### src/design/rrca_pkg.sv
// Shared types and constants of the round-robin converter channel averager.
`default_nettype none
package rrca_pkg;

  localparam int NUM_CHANNELS  = 4;
  localparam int NUM_REGS      = 4;
  localparam int SAMPLE_WIDTH  = 12;
  localparam int LEN_W         = 8;
  localparam int CH_W          = 2;
  localparam int CFG_IDX_W     = 2;
  localparam int SUM_BITS      = SAMPLE_WIDTH + LEN_W;
  localparam int DIV_CNT_W     = $clog2(SUM_BITS);
  localparam int DEFAULT_LEN   = 16;

  typedef struct packed {
    logic accept;
    logic div_step;
    logic load_out;
  } rrca_cmd_t;

  typedef struct packed {
    logic block_done;
    logic out_free;
  } rrca_sts_t;

endpackage
`default_nettype wire

### src/design/rrca_ctrl.sv
// Controller state machine: request acceptance, divider sequencing, result hand-off.
`default_nettype none
module rrca_ctrl (
  input  wire logic              clk,
  input  wire logic              rst_n,
  input  wire logic              in_valid,
  output logic                   in_stall,
  input  wire rrca_pkg::rrca_sts_t sts,
  output rrca_pkg::rrca_cmd_t    cmd
);
  import rrca_pkg::*;

  typedef enum logic [2:0] {
    ST_IDLE   = 3'b001,
    ST_DIV    = 3'b010,
    ST_FINISH = 3'b100
  } state_t;

  state_t               state_r, state_nxt;
  logic [DIV_CNT_W-1:0] step_r, step_nxt;

  always_comb begin
    state_nxt    = state_r;
    step_nxt     = step_r;
    cmd.accept   = 1'b0;
    cmd.div_step = 1'b0;
    cmd.load_out = 1'b0;
    case (state_r)
      ST_IDLE: begin
        if (in_valid) begin
          cmd.accept = 1'b1;
          step_nxt   = '0;
          state_nxt  = sts.block_done ? ST_DIV : ST_FINISH;
        end
      end
      ST_DIV: begin
        cmd.div_step = 1'b1;
        step_nxt     = step_r + DIV_CNT_W'(1);
        if (step_r == DIV_CNT_W'(SUM_BITS - 1)) begin
          state_nxt = ST_FINISH;
        end
      end
      ST_FINISH: begin
        if (sts.out_free) begin
          cmd.load_out = 1'b1;
          state_nxt    = ST_IDLE;
        end
      end
      default: begin
        state_nxt = ST_IDLE;
      end
    endcase
  end

  assign in_stall = (state_r != ST_IDLE);

  always_ff @(posedge clk) begin
    if (!rst_n) begin
      state_r <= ST_IDLE;
      step_r  <= '0;
    end else begin
      state_r <= state_nxt;
      step_r  <= step_nxt;
    end
  end

endmodule
`default_nettype wire

### src/design/rrca_dp.sv
// Datapath: block lengths, per-channel sums and counts, restoring divider, result register.
`default_nettype none
module rrca_dp (
  input  wire logic                           clk,
  input  wire logic                           rst_n,
  input  wire logic                           cfg_we,
  input  wire logic [rrca_pkg::CFG_IDX_W-1:0] cfg_index,
  input  wire logic [rrca_pkg::LEN_W-1:0]     cfg_wdata,
  input  wire logic [rrca_pkg::SAMPLE_WIDTH-1:0] in_sample,
  input  wire logic                           out_stall,
  output logic                                out_valid,
  output logic [rrca_pkg::CH_W-1:0]           out_sample_channel,
  output logic                                out_block_done,
  output logic [rrca_pkg::SAMPLE_WIDTH-1:0]   out_average,
  output logic [rrca_pkg::CH_W-1:0]           out_next_channel,
  input  wire rrca_pkg::rrca_cmd_t            cmd,
  output rrca_pkg::rrca_sts_t                 sts
);
  import rrca_pkg::*;

  logic [LEN_W-1:0]    block_len_r [NUM_REGS];
  logic [LEN_W-1:0]    block_len_nxt [NUM_REGS];
  logic [SUM_BITS-1:0] sum_r [NUM_CHANNELS];
  logic [SUM_BITS-1:0] sum_nxt [NUM_CHANNELS];
  logic [LEN_W-1:0]    cnt_r [NUM_CHANNELS];
  logic [LEN_W-1:0]    cnt_nxt [NUM_CHANNELS];
  logic [CH_W-1:0]     ptr_r, ptr_nxt;

  logic [CH_W-1:0]     ch_r, ch_nxt;
  logic                done_r, done_nxt;
  logic [CH_W-1:0]     next_r, next_nxt;
  logic [SUM_BITS-1:0] quo_r, quo_nxt;
  logic [LEN_W-1:0]    rem_r, rem_nxt;
  logic [LEN_W-1:0]    dlen_r, dlen_nxt;

  logic                    ovalid_r, ovalid_nxt;
  logic [CH_W-1:0]         och_r, och_nxt;
  logic                    odone_r, odone_nxt;
  logic [SAMPLE_WIDTH-1:0] oavg_r, oavg_nxt;
  logic [CH_W-1:0]         onext_r, onext_nxt;

  logic [CH_W-1:0]     ch;
  logic [LEN_W-1:0]    len_eff;
  logic [SUM_BITS-1:0] sum_acc;
  logic [LEN_W:0]      cnt_acc;
  logic                done_now;
  logic [CH_W-1:0]     ptr_adv;
  logic [LEN_W:0]      trial;
  logic                qbit;
  logic [SAMPLE_WIDTH-1:0] avg_sat;

  // Accumulate step for the current channel.
  always_comb begin
    ch = ptr_r;
    if (32'(ch) >= NUM_CHANNELS) begin
      ch = '0;
    end
    len_eff  = (block_len_r[ch] == '0) ? LEN_W'(1) : block_len_r[ch];
    sum_acc  = sum_r[ch] + SUM_BITS'(in_sample);
    cnt_acc  = {1'b0, cnt_r[ch]} + (LEN_W + 1)'(1);
    done_now = (cnt_acc >= {1'b0, len_eff});
    ptr_adv  = (ch == CH_W'(NUM_CHANNELS - 1)) ? '0 : ch + CH_W'(1);
  end

  // One quotient bit a step; the remainder always stays below the divisor.
  always_comb begin
    trial = {rem_r, quo_r[SUM_BITS-1]};
    qbit  = (trial >= {1'b0, dlen_r});
  end

  always_comb begin
    if (quo_r[SUM_BITS-1:SAMPLE_WIDTH] != '0) begin
      avg_sat = '1;
    end else begin
      avg_sat = quo_r[SAMPLE_WIDTH-1:0];
    end
  end

  always_comb begin
    block_len_nxt = block_len_r;
    sum_nxt       = sum_r;
    cnt_nxt       = cnt_r;
    ptr_nxt       = ptr_r;
    ch_nxt        = ch_r;
    done_nxt      = done_r;
    next_nxt      = next_r;
    quo_nxt       = quo_r;
    rem_nxt       = rem_r;
    dlen_nxt      = dlen_r;
    ovalid_nxt    = ovalid_r && out_stall;
    och_nxt       = och_r;
    odone_nxt     = odone_r;
    oavg_nxt      = oavg_r;
    onext_nxt     = onext_r;

    if (cfg_we) begin
      block_len_nxt[cfg_index] = cfg_wdata;
    end

    if (cmd.accept) begin
      ch_nxt   = ch;
      done_nxt = done_now;
      quo_nxt  = sum_acc;
      rem_nxt  = '0;
      dlen_nxt = len_eff;
      if (done_now) begin
        sum_nxt[ch] = '0;
        cnt_nxt[ch] = '0;
        ptr_nxt     = ptr_adv;
        next_nxt    = ptr_adv;
      end else begin
        sum_nxt[ch] = sum_acc;
        cnt_nxt[ch] = cnt_acc[LEN_W-1:0];
        ptr_nxt     = ch;
        next_nxt    = ch;
      end
    end

    if (cmd.div_step) begin
      quo_nxt = {quo_r[SUM_BITS-2:0], qbit};
      rem_nxt = qbit ? LEN_W'(trial - {1'b0, dlen_r}) : trial[LEN_W-1:0];
    end

    if (cmd.load_out) begin
      ovalid_nxt = 1'b1;
      och_nxt    = ch_r;
      odone_nxt  = done_r;
      oavg_nxt   = done_r ? avg_sat : '0;
      onext_nxt  = next_r;
    end
  end

  always_ff @(posedge clk) begin
    if (!rst_n) begin
      for (int i = 0; i < NUM_REGS; i++) begin
        block_len_r[i] <= LEN_W'(DEFAULT_LEN);
      end
      for (int i = 0; i < NUM_CHANNELS; i++) begin
        sum_r[i] <= '0;
        cnt_r[i] <= '0;
      end
      ptr_r    <= '0;
      ovalid_r <= 1'b0;
    end else begin
      block_len_r <= block_len_nxt;
      sum_r       <= sum_nxt;
      cnt_r       <= cnt_nxt;
      ptr_r       <= ptr_nxt;
      ovalid_r    <= ovalid_nxt;
    end
  end

  always_ff @(posedge clk) begin
    ch_r    <= ch_nxt;
    done_r  <= done_nxt;
    next_r  <= next_nxt;
    quo_r   <= quo_nxt;
    rem_r   <= rem_nxt;
    dlen_r  <= dlen_nxt;
    och_r   <= och_nxt;
    odone_r <= odone_nxt;
    oavg_r  <= oavg_nxt;
    onext_r <= onext_nxt;
  end

  assign sts.block_done = done_now;
  assign sts.out_free   = !ovalid_r || !out_stall;

  assign out_valid          = ovalid_r;
  assign out_sample_channel = och_r;
  assign out_block_done     = odone_r;
  assign out_average        = oavg_r;
  assign out_next_channel   = onext_r;

endmodule
`default_nettype wire

### src/design/round_robin_adc_channel_averager.sv
// Top level of the round-robin four-channel converter block averager.
// Each accepted request carries one 12-bit conversion result, credited to the channel that the
// round-robin pointer selects; every request yields exactly one result giving that channel, a
// block-complete flag, the truncated block average (zero unless the block completed) and the
// channel to convert next. A request that completes a block also runs the restoring divider,
// which produces one of the 20 quotient bits per cycle. The result sits in an output register,
// so a stalled result does not hold up the divider, but a new request is only taken once the
// previous result has been loaded into that register. Block lengths are to be written through
// the configuration port while the block is idle, which the block itself does not enforce;
// a length of zero behaves as one, and an average that would exceed the full-scale sample value
// saturates to full scale.
`default_nettype none
module round_robin_adc_channel_averager (
  input  wire logic                              clk,
  input  wire logic                              rst_n,
  input  wire logic                              cfg_we,
  input  wire logic [rrca_pkg::CFG_IDX_W-1:0]    cfg_index,
  input  wire logic [rrca_pkg::LEN_W-1:0]        cfg_wdata,
  input  wire logic                              in_valid,
  output logic                                   in_stall,
  input  wire logic [rrca_pkg::SAMPLE_WIDTH-1:0] in_sample,
  output logic                                   out_valid,
  input  wire logic                              out_stall,
  output logic [rrca_pkg::CH_W-1:0]              out_sample_channel,
  output logic                                   out_block_done,
  output logic [rrca_pkg::SAMPLE_WIDTH-1:0]      out_average,
  output logic [rrca_pkg::CH_W-1:0]              out_next_channel
);
  import rrca_pkg::*;

  // Commands from the controller and status back from the datapath.
  rrca_cmd_t cmd;
  rrca_sts_t sts;

  // The controller takes a request only when idle, then runs the divider for a completed
  // block and finally hands the result to the output register once that register is free.
  rrca_ctrl u_ctrl (
    .clk      (clk),
    .rst_n    (rst_n),
    .in_valid (in_valid),
    .in_stall (in_stall),
    .sts      (sts),
    .cmd      (cmd)
  );

  // The datapath holds the block lengths, the per-channel sums and counts, the channel
  // pointer, the divider and the result register.
  rrca_dp u_dp (
    .clk                (clk),
    .rst_n              (rst_n),
    .cfg_we             (cfg_we),
    .cfg_index          (cfg_index),
    .cfg_wdata          (cfg_wdata),
    .in_sample          (in_sample),
    .out_stall          (out_stall),
    .out_valid          (out_valid),
    .out_sample_channel (out_sample_channel),
    .out_block_done     (out_block_done),
    .out_average        (out_average),
    .out_next_channel   (out_next_channel),
    .cmd                (cmd),
    .sts                (sts)
  );

endmodule
`default_nettype wire
### config.mk
export PLATFORM = sky130hd
export DESIGN_NAME = round_robin_adc_channel_averager
export DESIGN_NICKNAME = d
export VERILOG_FILES = /design/src/design/rrca_pkg.sv /design/src/design/rrca_ctrl.sv /design/src/design/rrca_dp.sv /design/src/design/round_robin_adc_channel_averager.sv
export SDC_FILE = /design/constraint.sdc
export NUM_CORES = 1
export LEC_CHECK = 0
export BUFFER_PORTS_ARGS = -buffer_cell sky130_fd_sc_hd__buf_2
export CORE_MARGIN = 2
export CORE_UTILIZATION = 67
export DETAILED_ROUTE_END_ITERATION = 16
export PLACE_DENSITY_LB_ADDON = 0.1
export SLEW_MARGIN = 40
export SYNTH_ARGS = -nofsm -noshare
export SYNTH_HDL_FRONTEND = slang
export SYNTH_HIERARCHICAL = 1
export SYNTH_SLANG_ARGS = --single-unit
### constraint.sdc
create_clock -name clk -period 11.1 [get_ports clk]
set_input_delay 0.555 -clock clk [delete_from_list [all_inputs] [get_ports clk]]
set_output_delay 0.555 -clock clk [all_outputs]
set_load 0.005 [all_outputs]
==> results.md <==
Outcome:
- The flow ran to the end, and the final reports show no timing, DRC or antenna violations.

STA:
- The number of failing hold endpoints at the final stage came to 0.
- Headroom to the max-slew limit came out at 0.462.
- The number of max-slew violations in the final report is 0.
- Setup repair after global routing left no endpoint under its margin.
- Clock skew on the completed layout was measured at 8.40 ps.
- Setup violations remaining at the end of the flow were counted as 0.
- The smallest clock period supported by the final layout is computed as 4920 ps.
- At the pin with the least slew margin, the transition time is 808 ps.
- Derived from the worst setup path, the maximum achievable clock frequency is 203 MHz.
- The aggregate negative setup slack is 0 ps.
- The final period utilization is 0.443.

Placed design:
- The number of instances in the placed design is 1283.
- During placement, the flow inserted port buffers numbering 45.
- After legalization and detailed placement, the total HPWL measured 15700 um.
- At the end of routability-driven placement, the weighted congestion stood at 0.892.

Yosys:
- The synthesized cell area is 0.0105 mm^2.
- In this run, synthesis produced a sequential element count of 213.
- The number of flops mapped to enable cells by yosys is 58.
- Synthesis produced a netlist with a net count of 1148.
- Counting every instance in the synthesized netlist gives 1085.
- For this run, the register share of the synthesized area comes to 0.461.
- The fraction of registers with async set/reset is 0.
- During synthesis, Yosys emitted a total of 6 warnings.
- The distinct cell type count after synthesis is 67.
- The mean post-synth cell area is 9.68 um^2.
- The commonest register cell after synthesis is sky130_fd_sc_hd__dfxtp_1.

Clock network:
- The root buffer cell chosen for the clock tree is sky130_fd_sc_hd__clkbuf_16.
- The latest clock arrival within the worst-skew pair is 510 ps.
- The hold buffer count at cts is 0.
- Counting along the longest clock path gives a buffer depth of 3.
- The H-tree level count is 1.
- The CTS tree is done.
- The total CTS buffers is 23.
- The clock net in this run drives a total of 213 sinks.
- The post-CTS resize count is 0.
- Clock-pin slew was measured on the worst setup and hold paths at 60 ps.
- The post-CTS repair timing setup buffer count is 0.

GRT:
- The initial antenna violation count is 0.
- The layer flagged by global routing as most heavily used is met2.
- The number of global-route vias before repair was 7858.
- Entering global routing, the biggest net connects 106 pins.
- Summed over all layers, the global routing overflow is 0.
- For this run, global-route usage on met3 was measured as 0.0400.
- The met2 track demand over resource in global routing is 0.495.
- For this run, global-route usage on met1 was measured as 0.407.
- The first global-routing pass estimated 39300 um of wire.
- Across every metal layer, demand over resource in global routing totals 0.295.

Power and ir drop:
- The internal portion of total power is 1350 uW.
- The switching fraction of total power is 0.257.
- The share of total power dissipated in the clock network is 0.401.
- The total power of the final layout is 1820 uW.
- The power density over the cells is 158 mW/mm^2.
- The worst-case vdd ir drop is 0.121 mV.
- The switching power of the nets is 467 uW.
- Of the total power, combinational logic draws 0.129.
- The share of total power dissipated in sequential elements is 0.470.
- For this design the static power due to leakage is 0.00411 uW.

Finish:
- The number of diodes added for antenna fixing is 0.
- The synthesis-to-finish area growth is 9.64%.
- The layout filler cell count is 1070.
- The post-route non-filler standard cell count is 1323.
- The commonest non-fill, non-tap cell in the layout is sky130_fd_sc_hd__nand2_1.
- For this run, the share of the core covered by cells in the final layout is 0.755.
- In the final layout, the share of cells above drive strength 1 is 0.140.
- After the last flow step, the layout net total stands at 1160.
- The top cell types in the final layout, fill and taps aside, are sky130_fd_sc_hd__nand2_1, sky130_fd_sc_hd__dfxtp_1, sky130_fd_sc_hd__a21oi_1, sky130_fd_sc_hd__nand3_1, sky130_fd_sc_hd__edfxtp_1.

Floorplanning:
- The area of the core is 0.0153 mm^2.
- The initialized floorplan defines 45 standard-cell rows.
- The die span in y is 129 um.
- The floorplan die area is 0.0167 mm^2.
- The number of ports placed on the die boundary is 46.
- The die is 129 um wide.
- The initial cell density of the core is 0.688.

Worst setup path:
- In this run the worst path has a maximum fanout of 58.
- STA classifies the critical path endpoint as a register.
- The critical path arrival is 5350 ps.
- STA puts the critical path data required time at 11530 ps.
- The worst setup path is launched from a register.
- The critical path is of the reg -> reg type.

Flow run:
- The total of max-cap violations is 0.

Detailed routing:
- Once detail routing completed, the nets flagged for antenna violations numbered 0.
- The detail-routed via count per cell is 6.32.
- The detailed router finished its first iteration with 637 violations.
- The routed layout has 8365 vias.
- The number of detailed-routing iterations run before antenna repair is 5.
- The aggregate routed wire length is 24300 um.
- The post-route DRC violation count is 0.
- The average routed wire per standard cell is 18.4 um.

Hold path:
- The worst min-delay path category is in -> reg.
==> worst paths after layout <==
check | start | end | slack, ps | cells after the start
worst max-delay path | u_dp/ch[0] | u_dp/sum_r[8] | 6180 | 13
worst min-delay path | out_stall | u_dp/out_valid | 310 | 3
worst max register to register | u_dp/ch[0] | u_dp/sum_r[8] | 6180 | 13
worst min register to register | u_dp/ch_r[1] | u_dp/out_sample_channel[1] | 430 | 0
==> per-stage QoR <==
step                      setup WS (ps)  cell area (um^2)  hold WS (ps)
after floorplan                    7010             10500           400
after global placement             6350             10800           411
after detailed placement           6220             10800           420
after CTS                          6230             11500           295
after global routing               5930             11500           330
final                              6180             11500           306
==> kinds of logic (layout without fill, tap and decap cells) <==
family	after synthesis	in the layout	share of synthesized area
and+or+nand+nor	383	383	0.173
buffers and inverters	115	142	0.0448
DFF	213	213	0.461
adders and majority gates	36	36	0.0443
AOI/OAI and AO/OA	233	233	0.136
muxes	85	85	0.124
xor gates and xnor gates	20	20	0.0167
==> power by group through the flow <==
stage          clock (uW)  combinational (uW)  sequential, uW
3_3_place_gp            0                 222             869
4_1_cts               737                 230             853
6_report              729                 234             854
2_1_floorplan           0                 170             862
5_1_grt               767                 257             857
3_5_place_dp            0                 229             870
==> area by class of cell <==
| cell class | instances | area (um^2) | area share |
|---|---|---|---|
| repair buffers | 53 | 289 | 0.0251 |
| well taps | 211 | 264 | 0.0229 |
| flip-flops and latches | 213 | 4850 | 0.421 |
| clock buffers | 34 | 688 | 0.0598 |
| inverters | 49 | 189 | 0.0164 |
| clock inverters | 6 | 32.5 | 0.00282 |
| multi-input cells | 757 | 5210 | 0.452 |
==> worst max-delay path: stages (launching register included) <==
cell and delay [ps]:
sky130_fd_sc_hd__dfxtp_2 820, sky130_fd_sc_hd__mux4_2 690, sky130_fd_sc_hd__ha_1 250, sky130_fd_sc_hd__nand3_1 120, sky130_fd_sc_hd__xor2_1 150, sky130_fd_sc_hd__inv_1 120
sky130_fd_sc_hd__ha_1 320, sky130_fd_sc_hd__a211o_1 300, sky130_fd_sc_hd__o211ai_1 90, sky130_fd_sc_hd__o311a_1 200, sky130_fd_sc_hd__o211a_4 560, sky130_fd_sc_hd__inv_2 420
sky130_fd_sc_hd__or4_1 610, sky130_fd_sc_hd__a21oi_1 160
==> synth_stat cells (all sizes together), types with 19 or more instances <==
master | number | area (um^2)
nand2 | 170 | 641
clkbuf | 42 | 158
nor2 | 32 | 120
mux4 | 35 | 788
dfxtp | 155 | 3100
buf | 24 | 124
o21a | 19 | 143
inv | 47 | 176
ha | 34 | 425
nand3 | 87 | 435
edfxtp | 58 | 1740
a21oi | 107 | 536
o21ai | 43 | 215
mux2i | 39 | 390
==> per-layer routing <==
metal | up-vias | wire length, um
li1 | 3945 | -
met1 | 4044 | 10600
met2 | 325 | 11700
met3 | 51 | 1630
met4 | 0 | 471
met5 | - | 0
==> flip-flops by register name, indices dropped and copies added (netlist names), 5 cells and up <==
name              cells
u_dp/cnt_r           32
u_dp/dlen_r           8
u_dp/out_average     12
u_dp/block_len_r     32
u_dp/rem_r            8
u_dp/quo_r           20
u_ctrl/step_r         5
u_dp/sum_r           80
Note: power is estimated with default switching activity, not from simulation.
